[src/design/mre_pkg.sv]
// ----------------------------------------------------------------------------
// mre_pkg: shared definitions for the R-type execute block
// Function codes, sequencer states and the request bundle that the execute
// control hands to the iterative multiply/divide unit.
// ----------------------------------------------------------------------------
`default_nettype none

package mre_pkg;

    // Instruction field widths and fixed values.
    localparam int unsigned XLEN = 32;
    localparam int unsigned REG_CNT = 32;
    localparam int unsigned RIDX_W = $clog2(REG_CNT);

    localparam logic [5:0]        OPC_SPECIAL = 6'h00;
    localparam logic [RIDX_W-1:0] LINK_REG    = 5'd31;
    localparam logic [XLEN-1:0]   PC_STEP     = 32'd4;

    // Last iteration index of the multiply/divide unit (one bit per step).
    localparam logic [4:0] MD_LAST = 5'd31;

    // Function codes of the SPECIAL opcode.
    localparam logic [5:0] F_SLL  = 6'h00;
    localparam logic [5:0] F_SRL  = 6'h02;
    localparam logic [5:0] F_SRA  = 6'h03;
    localparam logic [5:0] F_SLLV = 6'h04;
    localparam logic [5:0] F_SRLV = 6'h06;
    localparam logic [5:0] F_SRAV = 6'h07;
    localparam logic [5:0] F_JR   = 6'h08;
    localparam logic [5:0] F_JALR = 6'h09;
    localparam logic [5:0] F_MFHI = 6'h10;
    localparam logic [5:0] F_MFLO = 6'h12;
    localparam logic [5:0] F_MULT = 6'h18;
    localparam logic [5:0] F_MULTU = 6'h19;
    localparam logic [5:0] F_DIV  = 6'h1A;
    localparam logic [5:0] F_DIVU = 6'h1B;
    localparam logic [5:0] F_ADD  = 6'h20;
    localparam logic [5:0] F_ADDU = 6'h21;
    localparam logic [5:0] F_SUB  = 6'h22;
    localparam logic [5:0] F_SUBU = 6'h23;
    localparam logic [5:0] F_AND  = 6'h24;
    localparam logic [5:0] F_OR   = 6'h25;
    localparam logic [5:0] F_XOR  = 6'h26;
    localparam logic [5:0] F_NOR  = 6'h27;
    localparam logic [5:0] F_SLT  = 6'h2A;
    localparam logic [5:0] F_SLTU = 6'h2B;

    // Execute sequencer states.
    typedef enum logic [1:0] {
        ST_IDLE,
        ST_EXEC,
        ST_MULDIV,
        ST_COMMIT
    } t_state;

    // Multiply/divide unit states.
    typedef enum logic [1:0] {
        MD_IDLE,
        MD_RUN,
        MD_FIX
    } t_md_state;

    // Request to the multiply/divide unit.
    typedef struct packed {
        logic start;
        logic div;
        logic sgn;
    } t_md_req;

endpackage

`default_nettype wire

[src/design/mre_muldiv.sv]
// ----------------------------------------------------------------------------
// mre_muldiv: iterative 32x32 multiply and 32/32 divide
// One shared 34-bit adder does a shift-add multiply or a restoring divide
// step per cycle on operand magnitudes; the final MD_FIX state applies the signs.
// ----------------------------------------------------------------------------
`default_nettype none

module mre_muldiv
    import mre_pkg::*;
(
    input  wire logic            i_clk,
    input  wire logic            i_rst_n,
    input  wire t_md_req         i_req,
    input  wire logic [XLEN-1:0] i_a,
    input  wire logic [XLEN-1:0] i_b,
    output logic                 o_done,
    output logic [XLEN-1:0]      o_hi,
    output logic [XLEN-1:0]      o_lo
);

    t_md_state r_state;
    t_md_state n_state;

    logic [4:0]      r_cnt;
    logic            r_div;
    logic            r_neg_q;
    logic            r_neg_r;
    logic [XLEN-1:0] r_hi;
    logic [XLEN-1:0] r_lo;
    logic [XLEN-1:0] r_b;
    logic            r_done;
    logic [XLEN-1:0] r_res_hi;
    logic [XLEN-1:0] r_res_lo;

    logic            w_load;
    logic            w_step;
    logic            w_fix;
    logic [XLEN+1:0] w_opa;
    logic [XLEN+1:0] w_opb;
    logic            w_cin;
    logic [XLEN+1:0] w_sum;
    logic [XLEN-1:0] w_mag_a;
    logic [XLEN-1:0] w_mag_b;
    logic [2*XLEN-1:0] w_prod;

    // Next-state logic.
    always_comb begin
        n_state = r_state;
        unique case (r_state)
            MD_IDLE: if (i_req.start) n_state = MD_RUN;
            MD_RUN:  if (r_cnt == MD_LAST) n_state = MD_FIX;
            MD_FIX:  n_state = MD_IDLE;
            default: n_state = MD_IDLE;
        endcase
    end

    // Control decode per state.
    always_comb begin
        w_load = 1'b0;
        w_step = 1'b0;
        w_fix  = 1'b0;
        unique case (r_state)
            MD_IDLE: w_load = i_req.start;
            MD_RUN:  w_step = 1'b1;
            MD_FIX:  w_fix  = 1'b1;
            default: w_load = 1'b0;
        endcase
    end

    // Operand magnitudes for signed requests.
    assign w_mag_a = (i_req.sgn && i_a[XLEN-1]) ? (~i_a + {{(XLEN-1){1'b0}}, 1'b1}) : i_a;
    assign w_mag_b = (i_req.sgn && i_b[XLEN-1]) ? (~i_b + {{(XLEN-1){1'b0}}, 1'b1}) : i_b;

    // Shared adder: add the multiplicand, or subtract the divisor.
    always_comb begin
        if (r_div) begin
            w_opa = {1'b0, r_hi, r_lo[XLEN-1]};
            w_opb = ~{2'b00, r_b};
            w_cin = 1'b1;
        end else begin
            w_opa = {2'b00, r_hi};
            w_opb = {2'b00, (r_lo[0] ? r_b : {XLEN{1'b0}})};
            w_cin = 1'b0;
        end
        w_sum = w_opa + w_opb + {{(XLEN+1){1'b0}}, w_cin};
    end

    assign w_prod = {r_hi, r_lo};

    // Control registers.
    always_ff @(posedge i_clk) begin
        if (!i_rst_n) begin
            r_state <= MD_IDLE;
            r_cnt   <= '0;
            r_done  <= 1'b0;
        end else begin
            r_state <= n_state;
            r_done  <= w_fix;
            if (w_load) begin
                r_cnt <= '0;
            end else if (w_step) begin
                r_cnt <= r_cnt + 5'd1;
            end
        end
    end

    // Datapath registers.
    always_ff @(posedge i_clk) begin
        if (w_load) begin
            r_div   <= i_req.div;
            r_neg_q <= i_req.sgn & (i_a[XLEN-1] ^ i_b[XLEN-1]);
            r_neg_r <= i_req.sgn & i_a[XLEN-1];
            r_hi    <= '0;
            r_lo    <= w_mag_a;
            r_b     <= w_mag_b;
        end else if (w_step) begin
            if (r_div) begin
                // Restoring step: keep the difference when it is not negative.
                r_hi <= w_sum[XLEN+1] ? {r_hi[XLEN-2:0], r_lo[XLEN-1]} : w_sum[XLEN-1:0];
                r_lo <= {r_lo[XLEN-2:0], ~w_sum[XLEN+1]};
            end else begin
                r_hi <= w_sum[XLEN:1];
                r_lo <= {w_sum[0], r_lo[XLEN-1:1]};
            end
        end
    end

    // Sign correction of the finished result.
    always_ff @(posedge i_clk) begin
        if (w_fix) begin
            if (r_div) begin
                r_res_lo <= r_neg_q ? (~r_lo + {{(XLEN-1){1'b0}}, 1'b1}) : r_lo;
                r_res_hi <= r_neg_r ? (~r_hi + {{(XLEN-1){1'b0}}, 1'b1}) : r_hi;
            end else if (r_neg_q) begin
                {r_res_hi, r_res_lo} <= ~w_prod + {{(2*XLEN-1){1'b0}}, 1'b1};
            end else begin
                {r_res_hi, r_res_lo} <= w_prod;
            end
        end
    end

    assign o_done = r_done;
    assign o_hi   = r_res_hi;
    assign o_lo   = r_res_lo;

endmodule

`default_nettype wire

[src/design/mips_rtype_execute.sv]
// Flow: an accepted beat is captured, executed in ST_EXEC, and committed to
//   the output register from ST_COMMIT; multiply and divide pass ST_MULDIV.
// Throughput: one item at a time, since o_stall holds off new beats until the
//   last one commits; multiply and divide run 32 single-bit steps of the unit.
// Reset: synchronous, active low; clears the register file valid bits (all
//   registers read as zero), HI and LO, and all handshake state.
// ----------------------------------------------------------------------------
// mips_rtype_execute: MIPS32 R-type execute stage
// Executes one R-type instruction word per beat against a 32-entry register
// file and HI/LO, or writes a register from outside.
// ----------------------------------------------------------------------------
`default_nettype none

module mips_rtype_execute
    import mre_pkg::*;
(
    input  wire logic              i_clk,
    input  wire logic              i_rst_n,
    // Input channel
    input  wire logic              i_valid,
    output logic                   o_stall,
    input  wire logic              i_mode,
    input  wire logic [XLEN-1:0]   i_instr_word,
    input  wire logic [XLEN-1:0]   i_fetch_address,
    input  wire logic [RIDX_W-1:0] i_load_index,
    input  wire logic [XLEN-1:0]   i_load_value,
    // Output channel
    output logic                   o_valid,
    input  wire logic              i_stall,
    output logic                   o_write_enable,
    output logic [RIDX_W-1:0]      o_dest_index,
    output logic [XLEN-1:0]        o_write_value,
    output logic [XLEN-1:0]        o_hi_value,
    output logic [XLEN-1:0]        o_lo_value,
    output logic                   o_jump_taken,
    output logic [XLEN-1:0]        o_jump_target,
    output logic                   o_illegal
);

    t_state r_state;
    t_state n_state;

    // Register file storage and valid bits.
    logic [XLEN-1:0]    r_rf [REG_CNT];
    logic [REG_CNT-1:0] r_rf_vld;
    logic [XLEN-1:0]    r_rd_a;
    logic [XLEN-1:0]    r_rd_b;
    logic               r_rd_a_vld;
    logic               r_rd_b_vld;

    // Captured input beat.
    logic              r_mode;
    logic [XLEN-1:0]   r_instr;
    logic [XLEN-1:0]   r_pc;
    logic [RIDX_W-1:0] r_load_index;
    logic [XLEN-1:0]   r_load_value;

    // Architectural HI and LO.
    logic [XLEN-1:0] r_hi;
    logic [XLEN-1:0] r_lo;

    // Staged result of the execute cycle.
    logic              r_st_we;
    logic [RIDX_W-1:0] r_st_dest;
    logic [XLEN-1:0]   r_st_val;
    logic              r_st_jump;
    logic [XLEN-1:0]   r_st_target;
    logic              r_st_bad;
    logic              r_st_hilo_we;

    // Output register.
    logic              r_out_valid;
    logic              r_out_we;
    logic [RIDX_W-1:0] r_out_dest;
    logic [XLEN-1:0]   r_out_val;
    logic [XLEN-1:0]   r_out_hi;
    logic [XLEN-1:0]   r_out_lo;
    logic              r_out_jump;
    logic [XLEN-1:0]   r_out_target;
    logic              r_out_bad;

    // Control.
    logic w_accept;
    logic w_exec;
    logic w_commit;
    logic w_busy;
    logic w_out_free;
    logic w_take;
    logic w_rf_we;

    // Execute decode results.
    logic [XLEN-1:0]   w_a;
    logic [XLEN-1:0]   w_b;
    logic              x_we;
    logic [RIDX_W-1:0] x_dest;
    logic [XLEN-1:0]   x_val;
    logic              x_jump;
    logic [XLEN-1:0]   x_target;
    logic              x_bad;
    logic              x_is_md;
    logic              x_hilo_we;
    t_md_req           x_md_req;

    logic            w_md_done;
    logic [XLEN-1:0] w_md_hi;
    logic [XLEN-1:0] w_md_lo;

    assign w_out_free = !r_out_valid || !i_stall;
    assign w_take     = r_out_valid && !i_stall;

    // Next-state logic of the execute sequencer.
    always_comb begin
        n_state = r_state;
        unique case (r_state)
            ST_IDLE:   if (i_valid) n_state = ST_EXEC;
            ST_EXEC:   n_state = x_is_md ? ST_MULDIV : ST_COMMIT;
            ST_MULDIV: if (w_md_done) n_state = ST_COMMIT;
            ST_COMMIT: if (w_out_free) n_state = ST_IDLE;
            default:   n_state = ST_IDLE;
        endcase
    end

    // Sequencer outputs.
    always_comb begin
        w_accept = 1'b0;
        w_exec   = 1'b0;
        w_commit = 1'b0;
        w_busy   = 1'b1;
        unique case (r_state)
            ST_IDLE: begin
                w_busy   = 1'b0;
                w_accept = i_valid;
            end
            ST_EXEC:   w_exec   = 1'b1;
            ST_MULDIV: w_busy   = 1'b1;
            ST_COMMIT: w_commit = w_out_free;
            default:   w_busy   = 1'b1;
        endcase
    end

    assign o_stall = w_busy;

    always_ff @(posedge i_clk) begin
        if (!i_rst_n) begin
            r_state <= ST_IDLE;
        end else begin
            r_state <= n_state;
        end
    end

    // Capture the input beat.
    always_ff @(posedge i_clk) begin
        if (w_accept) begin
            r_mode       <= i_mode;
            r_instr      <= i_instr_word;
            r_pc         <= i_fetch_address;
            r_load_index <= i_load_index;
            r_load_value <= i_load_value;
        end
    end

    // Register file: two registered read ports, one write port.
    always_ff @(posedge i_clk) begin
        if (w_accept) begin
            r_rd_a <= r_rf[i_instr_word[25:21]];
            r_rd_b <= r_rf[i_instr_word[20:16]];
        end
        if (w_rf_we) begin
            r_rf[r_st_dest] <= r_st_val;
        end
    end

    // Valid bits: an entry never written reads as zero.
    always_ff @(posedge i_clk) begin
        if (!i_rst_n) begin
            r_rf_vld   <= '0;
            r_rd_a_vld <= 1'b0;
            r_rd_b_vld <= 1'b0;
        end else begin
            if (w_accept) begin
                r_rd_a_vld <= r_rf_vld[i_instr_word[25:21]];
                r_rd_b_vld <= r_rf_vld[i_instr_word[20:16]];
            end
            if (w_rf_we) begin
                r_rf_vld[r_st_dest] <= 1'b1;
            end
        end
    end

    assign w_a = r_rd_a_vld ? r_rd_a : '0;
    assign w_b = r_rd_b_vld ? r_rd_b : '0;

    // Instruction decode and combinational ALU.
    always_comb begin
        logic [5:0]      opc;
        logic [5:0]      fn;
        logic [4:0]      amt;
        logic [XLEN-1:0] sll_v;
        logic [XLEN-1:0] srl_v;
        logic [XLEN-1:0] sra_v;

        opc   = r_instr[31:26];
        fn    = r_instr[5:0];
        amt   = (fn == F_SLLV || fn == F_SRLV || fn == F_SRAV) ? w_a[4:0] : r_instr[10:6];
        sll_v = w_b << amt;
        srl_v = w_b >> amt;
        sra_v = $signed(w_b) >>> amt;

        x_we      = 1'b0;
        x_dest    = '0;
        x_val     = '0;
        x_jump    = 1'b0;
        x_target  = '0;
        x_bad     = 1'b0;
        x_is_md   = 1'b0;
        x_hilo_we = 1'b0;
        x_md_req  = '0;

        if (r_mode) begin
            x_we   = 1'b1;
            x_dest = r_load_index;
            x_val  = r_load_value;
        end else if (opc != OPC_SPECIAL) begin
            x_bad = 1'b1;
        end else begin
            x_we   = 1'b1;
            x_dest = r_instr[15:11];
            unique case (fn) inside
                F_SLL, F_SLLV: x_val = sll_v;
                F_SRL, F_SRLV: x_val = srl_v;
                F_SRA, F_SRAV: x_val = sra_v;
                F_JR: begin
                    x_we     = 1'b0;
                    x_jump   = 1'b1;
                    x_target = w_a;
                end
                F_JALR: begin
                    x_dest   = LINK_REG;
                    x_val    = r_pc + PC_STEP;
                    x_jump   = 1'b1;
                    x_target = w_a;
                end
                F_MFHI: x_val = r_hi;
                F_MFLO: x_val = r_lo;
                F_MULT, F_MULTU: begin
                    x_we         = 1'b0;
                    x_is_md      = 1'b1;
                    x_hilo_we    = 1'b1;
                    x_md_req.sgn = (fn == F_MULT);
                end
                F_DIV, F_DIVU: begin
                    // Division by zero leaves HI and LO untouched.
                    x_we         = 1'b0;
                    x_is_md      = 1'b1;
                    x_hilo_we    = (w_b != '0);
                    x_md_req.div = 1'b1;
                    x_md_req.sgn = (fn == F_DIV);
                end
                F_ADD, F_ADDU: x_val = w_a + w_b;
                F_SUB, F_SUBU: x_val = w_a - w_b;
                F_AND:  x_val = w_a & w_b;
                F_OR:   x_val = w_a | w_b;
                F_XOR:  x_val = w_a ^ w_b;
                F_NOR:  x_val = ~(w_a | w_b);
                F_SLT:  x_val = {{(XLEN-1){1'b0}}, ($signed(w_a) < $signed(w_b))};
                F_SLTU: x_val = {{(XLEN-1){1'b0}}, (w_a < w_b)};
                default: begin
                    x_we  = 1'b0;
                    x_bad = 1'b1;
                end
            endcase
        end
        x_md_req.start = w_exec && x_is_md;
    end

    // Iterative multiply/divide unit.
    mre_muldiv u_muldiv (
        .i_clk   (i_clk),
        .i_rst_n (i_rst_n),
        .i_req   (x_md_req),
        .i_a     (w_a),
        .i_b     (w_b),
        .o_done  (w_md_done),
        .o_hi    (w_md_hi),
        .o_lo    (w_md_lo)
    );

    // Stage the execute result; writes to r0 are dropped here.
    always_ff @(posedge i_clk) begin
        if (w_exec) begin
            r_st_we      <= x_we && (x_dest != '0);
            r_st_dest    <= (x_we && (x_dest != '0)) ? x_dest : '0;
            r_st_val     <= (x_we && (x_dest != '0)) ? x_val : '0;
            r_st_jump    <= x_jump;
            r_st_target  <= x_target;
            r_st_bad     <= x_bad;
            r_st_hilo_we <= x_hilo_we;
        end
    end

    assign w_rf_we = w_commit && r_st_we;

    // HI and LO update at commit.
    always_ff @(posedge i_clk) begin
        if (!i_rst_n) begin
            r_hi <= '0;
            r_lo <= '0;
        end else if (w_commit && r_st_hilo_we) begin
            r_hi <= w_md_hi;
            r_lo <= w_md_lo;
        end
    end

    // Output register: holds the result beat until it is taken.
    always_ff @(posedge i_clk) begin
        if (!i_rst_n) begin
            r_out_valid <= 1'b0;
        end else if (w_commit) begin
            r_out_valid <= 1'b1;
        end else if (w_take) begin
            r_out_valid <= 1'b0;
        end
    end

    always_ff @(posedge i_clk) begin
        if (w_commit) begin
            r_out_we     <= r_st_we;
            r_out_dest   <= r_st_dest;
            r_out_val    <= r_st_val;
            r_out_hi     <= r_st_hilo_we ? w_md_hi : r_hi;
            r_out_lo     <= r_st_hilo_we ? w_md_lo : r_lo;
            r_out_jump   <= r_st_jump;
            r_out_target <= r_st_target;
            r_out_bad    <= r_st_bad;
        end
    end

    assign o_valid        = r_out_valid;
    assign o_write_enable = r_out_we;
    assign o_dest_index   = r_out_dest;
    assign o_write_value  = r_out_val;
    assign o_hi_value     = r_out_hi;
    assign o_lo_value     = r_out_lo;
    assign o_jump_taken   = r_out_jump;
    assign o_jump_target  = r_out_target;
    assign o_illegal      = r_out_bad;

    // The multiply/divide unit only finishes while the sequencer waits for it.
    a_md_done_in_wait: assert property (@(posedge i_clk) disable iff (!i_rst_n)
        w_md_done |-> r_state == ST_MULDIV)
        else $error("multiply/divide finished outside of its wait state");

    // A committed result is presented on the next cycle.
    a_commit_shows: assert property (@(posedge i_clk) disable iff (!i_rst_n)
        w_commit |=> r_out_valid)
        else $error("committed result not presented");

    // An illegal item neither writes a register nor jumps.
    a_illegal_quiet: assert property (@(posedge i_clk) disable iff (!i_rst_n)
        (r_out_valid && r_out_bad) |-> (!r_out_we && !r_out_jump))
        else $error("illegal item produced a write or a jump");

    // Register r0 is never written.
    a_no_r0_write: assert property (@(posedge i_clk) disable iff (!i_rst_n)
        w_rf_we |-> r_st_dest != '0)
        else $error("write to register zero");

endmodule

`default_nettype wire

[config.mk]
export PLATFORM = sky130hd
export DESIGN_NAME = mips_rtype_execute
export DESIGN_NICKNAME = d
export VERILOG_FILES = /design/src/design/mre_pkg.sv /design/src/design/mre_muldiv.sv /design/src/design/mips_rtype_execute.sv
export SDC_FILE = /design/constraint.sdc
export NUM_CORES = 2
export LEC_CHECK = 0
export ABC_AREA = 1
export BUFFER_PORTS_ARGS = -buffer_cell sky130_fd_sc_hd__buf_2
export CORE_UTILIZATION = 25
export CTS_BUF_LIST = sky130_fd_sc_hd__clkbuf_8
export DETAILED_ROUTE_END_ITERATION = 8
export SLEW_MARGIN = 20
export SYNTH_ARGS = -nofsm -noshare
export SYNTH_HDL_FRONTEND = slang
export SYNTH_SLANG_ARGS = --single-unit
export TNS_END_PERCENT = 50
[constraint.sdc]
create_clock -name i_clk -period 9.9 [get_ports i_clk]
set_clock_uncertainty 0.15 [all_clocks]
set_input_delay 0.495 -clock i_clk [delete_from_list [all_inputs] [get_ports i_clk]]
set_output_delay 0.495 -clock i_clk [all_outputs]
set_load 0.02 [all_outputs]
Yosys cells after proc, flatten, opt, wreduce, memory -nomap -nowiden
Memory sizes are Yosys's and may differ from the RTL's. A register that Yosys moved wholly into a read port is not among the register bits.
Index checks and enable logic that the tools add are counted.
{"block": "word_totals", "word_cells": 214, "mem_count": 1, "rom_bits": 0, "mem_bits_rw": 1024, "latch_bits": 0, "regBits": 583}
{"block": "classes", "addsub": 11, "magnitude_cmp": 6, "n_shift": 3, "reduce_logical": 37, "n_bitwise": 17, "mul": 0, "div": 0, "n_mux": 67, "eq_ne": 34}
{"memory": "r_rf", "words": 32, "width": 32, "read_ports": 2, "rd_clocked_by_memory_dff": 2, "write_ports": 1, "line": "mips_rtype_execute.sv:44", "text": "logic [XLEN-1:0] r_rf [REG_CNT];"}
{"operator": "$mux W32", "n": 20}
{"operator": "$pmux W32 S14", "n": 1}
{"operator": "$not A32 Y32", "n": 5}
{"operator": "$add A32 B1 Y32 const B", "n": 4}
{"operator": "$add A64 B1 Y64 const B", "n": 1}
{"operator": "$lt A32 B32 Y1", "n": 2}
{"operator": "$not A64 Y64", "n": 1}
{"operator": "$or A32 B32 Y32", "n": 2}
{"operator": "$eq A6 B6 Y1 const B", "n": 10}
{"operator": "$eq A6 B5 Y1 const B", "n": 6}
{"operator": "$add A33 B34 Y34", "n": 1}
{"operator": "$add A34 B1 Y34", "n": 1}
{"operator": "$mux W34", "n": 1}
{"operator": "$not A32 Y34", "n": 1}
{"operator": "$mux W33", "n": 1}
{"operator": "$add A32 B3 Y32 const B", "n": 1}
{"operator": "$add A32 B32 Y32", "n": 1}
{"operator": "$and A32 B32 Y32", "n": 1}
{"operator": "$reduce_bool A32 Y1", "n": 1}
{"operator": "$shl A32 B5 Y32", "n": 1}
{"operator": "$shr A32 B5 Y32", "n": 1}
{"operator": "$sshr A32 B5 Y32", "n": 1}
{"operator": "$sub A32 B32 Y32", "n": 1}
{"operator": "$xor A32 B32 Y32", "n": 1}
{"operator": "37 further kinds", "n": 109}

Logic depth before layout (Yosys ltp)
{"block": "depth", "depth_word": 8, "mapped_depth": 24}

By module
From an unflattened synthesis, not the netlist that was laid out.
{"block": "unflattened", "hier_cells": 10401, "hier_area_um2": 90917.2}
{"module": "mips_rtype_execute", "cells_each": 8156, "area_each_um2": 76375.8, "seq_area_each_um2": 43731.9, "instances": 1}
{"module": "mre_muldiv", "cells_each": 2245, "area_each_um2": 14541.4, "seq_area_each_um2": 4734.5, "instances": 1}

Worst setup path after synthesis
Ideal clock, no wire load.
{"block": "synth_timing", "path_kind": "in2reg", "from": "input port i_stall", "to": "memory r_rf[24][0], enable pin", "cell_stages": 7, "path_buffers": 0, "t_arrival_ns": 8.483, "setup_slack_ns": 0.845, "required_ns": 9.327, "cell_sequence": "nand2_1 -> inv_1 -> nor2_1 -> nand2_1 -> inv_1 -> nand4_1 -> nor2_1"}
{"block": "synth_between", "elab_chain_cells": 6}
{"item": "start: declaration", "line": "mips_rtype_execute.sv:29", "text": "input wire logic i_stall,"}
{"item": "$logic_not A1 Y1", "line": "mips_rtype_execute.sv:108", "text": "assign w_out_free = !r_out_valid || !i_stall;"}
{"item": "$logic_or A1 B1 Y1", "line": "mips_rtype_execute.sv:108"}
{"item": "$mux W1", "line": "mips_rtype_execute.sv:129", "text": "unique case (r_state)"}
{"item": "via w_commit", "line": "mips_rtype_execute.sv:85", "text": "logic w_commit;"}
{"item": "$logic_and A1 B1 Y1", "line": "mips_rtype_execute.sv:301", "text": "assign w_rf_we = w_commit && r_st_we;"}
{"item": "$mux W1", "line": "mips_rtype_execute.sv:168", "text": "if (w_rf_we) begin"}
{"item": "$mux W1 (implied by the code)", "line": "mips_rtype_execute.sv:169", "text": "r_rf[r_st_dest] <= r_st_val;"}
{"item": "end: declaration", "line": "mips_rtype_execute.sv:44"}
The timed path passes the listed nets, and every way through them passes these cells.

Worst setup path in the final report
{"block": "layout_timing", "from": "register u_muldiv.r_div", "to": "register u_muldiv.r_hi[16]"}
{"block": "layout_between", "elab_chain_cells": 5, "word_cells_on_any_way": 7, "classes_between": "2 x add/sub; 5 x mux"}
{"item": "start: declaration", "line": "mre_muldiv.sv:25", "text": "logic r_div;"}
{"item": "start signal: assignment", "line": "mre_muldiv.sv:110", "text": "r_div <= i_req.div;"}
{"item": "$mux W33 / $mux W34 (equally long branches)", "line": "mre_muldiv.sv:76", "text": "if (r_div) begin"}
{"item": "$add A33 B34 Y34", "line": "mre_muldiv.sv:85", "text": "w_sum = w_opa + w_opb + {{(XLEN+1){1'b0}}, w_cin};"}
{"item": "$add A34 B1 Y34", "line": "mre_muldiv.sv:85"}
{"item": "$mux W32", "line": "mre_muldiv.sv:119", "text": "r_hi <= w_sum[XLEN+1] ? {r_hi[XLEN-2:0], r_lo[XLEN-1]} : w_sum[XLEN-1:0];"}
{"item": "$mux W32 (*)", "line": "mre_muldiv.sv:117", "text": "if (r_div) begin"}
{"item": "end signal: assignment", "line": "mre_muldiv.sv:119"}
{"item": "end signal: assignment", "line": "mre_muldiv.sv:122", "text": "r_hi <= w_sum[XLEN:1];"}
{"item": "end: declaration", "line": "mre_muldiv.sv:28", "text": "logic [XLEN-1:0] r_hi;"}
Every way passes the cells marked *; elsewhere a longest branch is shown, timed or not.
A chain may end at the register's enable or synchronous reset.

==> flow_summary_export.csv <==
group,metric,value,unit
outcome,outcome,"finished, final reports clean",
clock_network,hold_buffers,117,
clock_network,ctsResizeCount,0,
timing,max_freq,0.176,GHz
clock_network,cts_root_buffer,"clkbuf_8",
drt,via_per_inst,5.44,
grt,grt_overflow,0,
floorplanning,die_y,599,microns
critical_path,r2r-end,"u_muldiv.r_hi[16]",
final_layout,multi_input_area,36000,sq um
clock_network,cts_setup_buffers,0,
placement,post_dp_cell_area,95300,sq um
timing,tightestPinTransition,1200,ps
final_layout,largest-register,"r_rf",
final_layout,finalNonFillerCells,15100,
final_layout,postLayoutCoreUtil,0.289,
clock_network,cts_tree,"built",
final_layout,synthToLayoutAreaGrowth,14.7,%
timing,rsz0062_at_grt,"no",
floorplanning,ios,244,
hold_path,holdPathStages,2,
logic_synthesis,ys_types,59,
pwr,seq_power_share,0.426,
final_layout,final-seq-area,48500,sq um
logic_synthesis,synth_seq_cells,1661,
critical_path,critPathLaunchType,"flop",
final_layout,largest_register_ffs,1024,
timing,setup_viol,0,
placement,placed_cells,14400,
logic_synthesis,synth-main-ff-cell,"edfxtp_1",
critical_path,cp.required,10570,ps
timing,min_period,5690,ps
hold_path,worstHoldEndpoint,"r_instr[6]",
pwr,clkPwrFrac,0.298,
logic_synthesis,yosysWarningCount,0,
floorplanning,die_w,599,microns
pwr,p_int,13.1,mW
floorplanning,die_area,358000,sq um
logic_synthesis,synthTopCellsByCount,"nor2_1, o21ai_0, edfxtp_1",
pwr,power_switching,7.90,mW
hold_path,min_from,"i_instr_word[6]",
clock_network,cts_max_path_buffers,4,
critical_path,path_class,"flop to flop",
grt,antenna_found_initial,27,
timing,timing.final.crit_share,0.575,
drt,ant_nets,0,
grt,grt_pass1_wl,553000,microns
pwr,vdd.ir_drop.worst,0.146,mV
timing,hold_violations,0,
floorplanning,core_area,353000,sq um
logic_synthesis,yosys-top-cells-area,"edfxtp_1, o21ai_0, nor2_1, nand2_1, o221ai_1",
logic_synthesis,async_reset_ff_frac,0,
placement,dpl.hpwl,254000,microns
timing,whs,66.4,ps
logic_synthesis,syn_inst,9916,
grt,grt_pass1_vias,75400,
critical_path,rrSetupSlack,4210,ps
timing,relSlewSlack,0.197,
drt,firstDrtPassIters,9,
clock_network,cts.sinks,1661,
floorplanning,num_rows,218,
drt,wl_per_cell,26.4,microns
timing,fin_ws,4210,ps
grt,grt_max_degree,188,
job,maxCapViolCount,0,
drt,vias,81800,
timing,finalMaxSlewViolations,0,
pwr,power_density,206,nW/um^2
drt,drt_iter0_drc,11800,
clock_network,clk_pin_slew_worst_paths,60,ps
critical_path,r2r_cells,20,
logic_synthesis,syn-cell-area,89000,sq um
clock_network,htreeDepth,5,
drt,drc,0,
logic_synthesis,synth.most_common_cell,"nor2_1",
critical_path,worstReg2RegStart,"u_muldiv.r_div",
critical_path,critical_path.endpoint_type,"flop",
logic_synthesis,yosysSeqAreaShare,0.545,
critical_path,critPathMostFrequentCell,"nand2_1",
grt,track_usage,0.211,
pwr,p_leak,36.5,nW
timing,tns,0,ps
logic_synthesis,synth_edf_count,1520,
hold_path,hold_class,"primary input to flop",
final_layout,fill_cells,37400,
pwr,power_frac_comb,0.276,
final_layout,layout.nets,10300,
placement,portBuffers,243,
final_layout,post_route_cells_drive_above_1_share,0.0887,
placement,place_ws,4320,ps
placement,place_congestion,1.03,
pwr,p_total,21.0,mW
critical_path,path_cells,"buf_4 > clkinv_2 > buf_4 > nor2_1 > a21oi_1 > ha_1 > nand3_1 > nand2_1 > a21oi_1 > o21bai_1 > nand3_1 > o211ai_1 > nand2_1 > nand3_1 > buf_4 > inv_1 > nand2_1 > o21ai_0 > o21bai_1 > nand2_1",
critical_path,arrival,6360,ps
logic_synthesis,yosysTopAreaCell,"edfxtp_1",
pwr,swShare,0.376,
floorplanning,start_util,0.252,
logic_synthesis,synth_top_area_share,0.513,
critical_path,cpMaxStageDelayCell,"clkinv_2",
final_layout,final_area,102000,sq um
clock_network,clock_latency,1010,ps
logic_synthesis,syn-num-nets,10200,
logic_synthesis,avgSynthCellArea,8.98,sq um
drt,wl,397000,microns
critical_path,cpPeakStageDelay,890,ps
clock_network,cts-buffers-inserted,299,
critical_path,critPathMaxFanout,85,
layout make-up:
class | count | share of cell area
Sequential cell | 1661 | 0.475
Multi-Input combinational cell | 7000 | 0.352
Tap cell | 4730 | 0.0579
Clock buffer | 316 | 0.0426
Timing Repair Buffer | 535 | 0.0382
Inverter | 588 | 0.0221
Clock inverter | 209 | 0.0119
Antenna cell | 12 | 0.000294
layout by cell type (no fill, tap or decap), types with 13 or more instances in the layout:
cell and instances:
o21bai_1 21, clkinv_2 32, a31oi_1 90, nor3_1 73
nor2_4 35, o211ai_1 32, edfxtp_1 1520, xor2_1 140
a32oi_1 58, dfxtp_1 140, nand2_1 1343, or2_2 20
o21ai_0 1552, nor4_1 26, clkbuf_8 318, inv_2 13
nor2_1 1603, dlygate4sd3_1 117, a21oi_1 404, inv_1 642
clkinv_1 68, nand4_1 71, buf_2 237, nand3_1 699
ha_1 138, o221ai_1 404, a32o_1 16, o22ai_1 139
buf_4 160
worst max-delay path by stage:
stage | from | slack [ps] | depth (start not counted) | endpoint
finish | u_muldiv.r_div | 4210 | 20 | u_muldiv.r_hi[16]
global route | u_muldiv.r_div | 3630 | 20 | u_muldiv.r_hi[16]
CTS | u_muldiv.r_div | 4300 | 20 | u_muldiv.r_hi[16]
detailed placement | u_muldiv.r_div | 4320 | 20 | u_muldiv.r_hi[6]
global placement | u_muldiv.r_div | 4330 | 20 | u_muldiv.r_hi[6]
floorplan | i_stall | 840 | 7 | r_rf[24][0]
power groups by stage:
stage                     logic (mW)  clock network (mW)  registers (mW)
after floorplan                 3.03                   0            9.15
after global placement          5.56                   0            9.16
after detailed placement        5.55                   0            9.13
after CTS                       5.61                6.33            8.99
after global routing            6.15                6.64            8.98
final                           5.81                6.26            8.96
critical path: cells and delay by family (launching register included):
kind | cells | cell delay (ps)
fa+ha+maj | 1 | 320
compound gates | 6 | 930
buf+inv | 5 | 2780
simple gates | 8 | 920
flops | 1 | 330
per-layer routing:
metal | GRT usage | share of wire
met5 | 0 | 0.00010
met4 | 0.119 | 0.062
met3 | 0.0394 | 0.10
met2 | 0.336 | 0.45
met1 | 0.270 | 0.38
cells by family after synthesis:
| logic type | after synthesis | share of synthesized area |
|---|---|---|
| AO/OA/AOI/OAI | 2789 | 0.184 |
| XOR/XNOR | 152 | 0.0150 |
| adder cells (fa/ha/maj) | 143 | 0.0204 |
| buffers and inverters | 1255 | 0.0547 |
| flip-flops | 1661 | 0.545 |
| AND/OR/NAND/NOR | 3916 | 0.181 |
No activity file was read; power rests on OpenSTA's default activity.
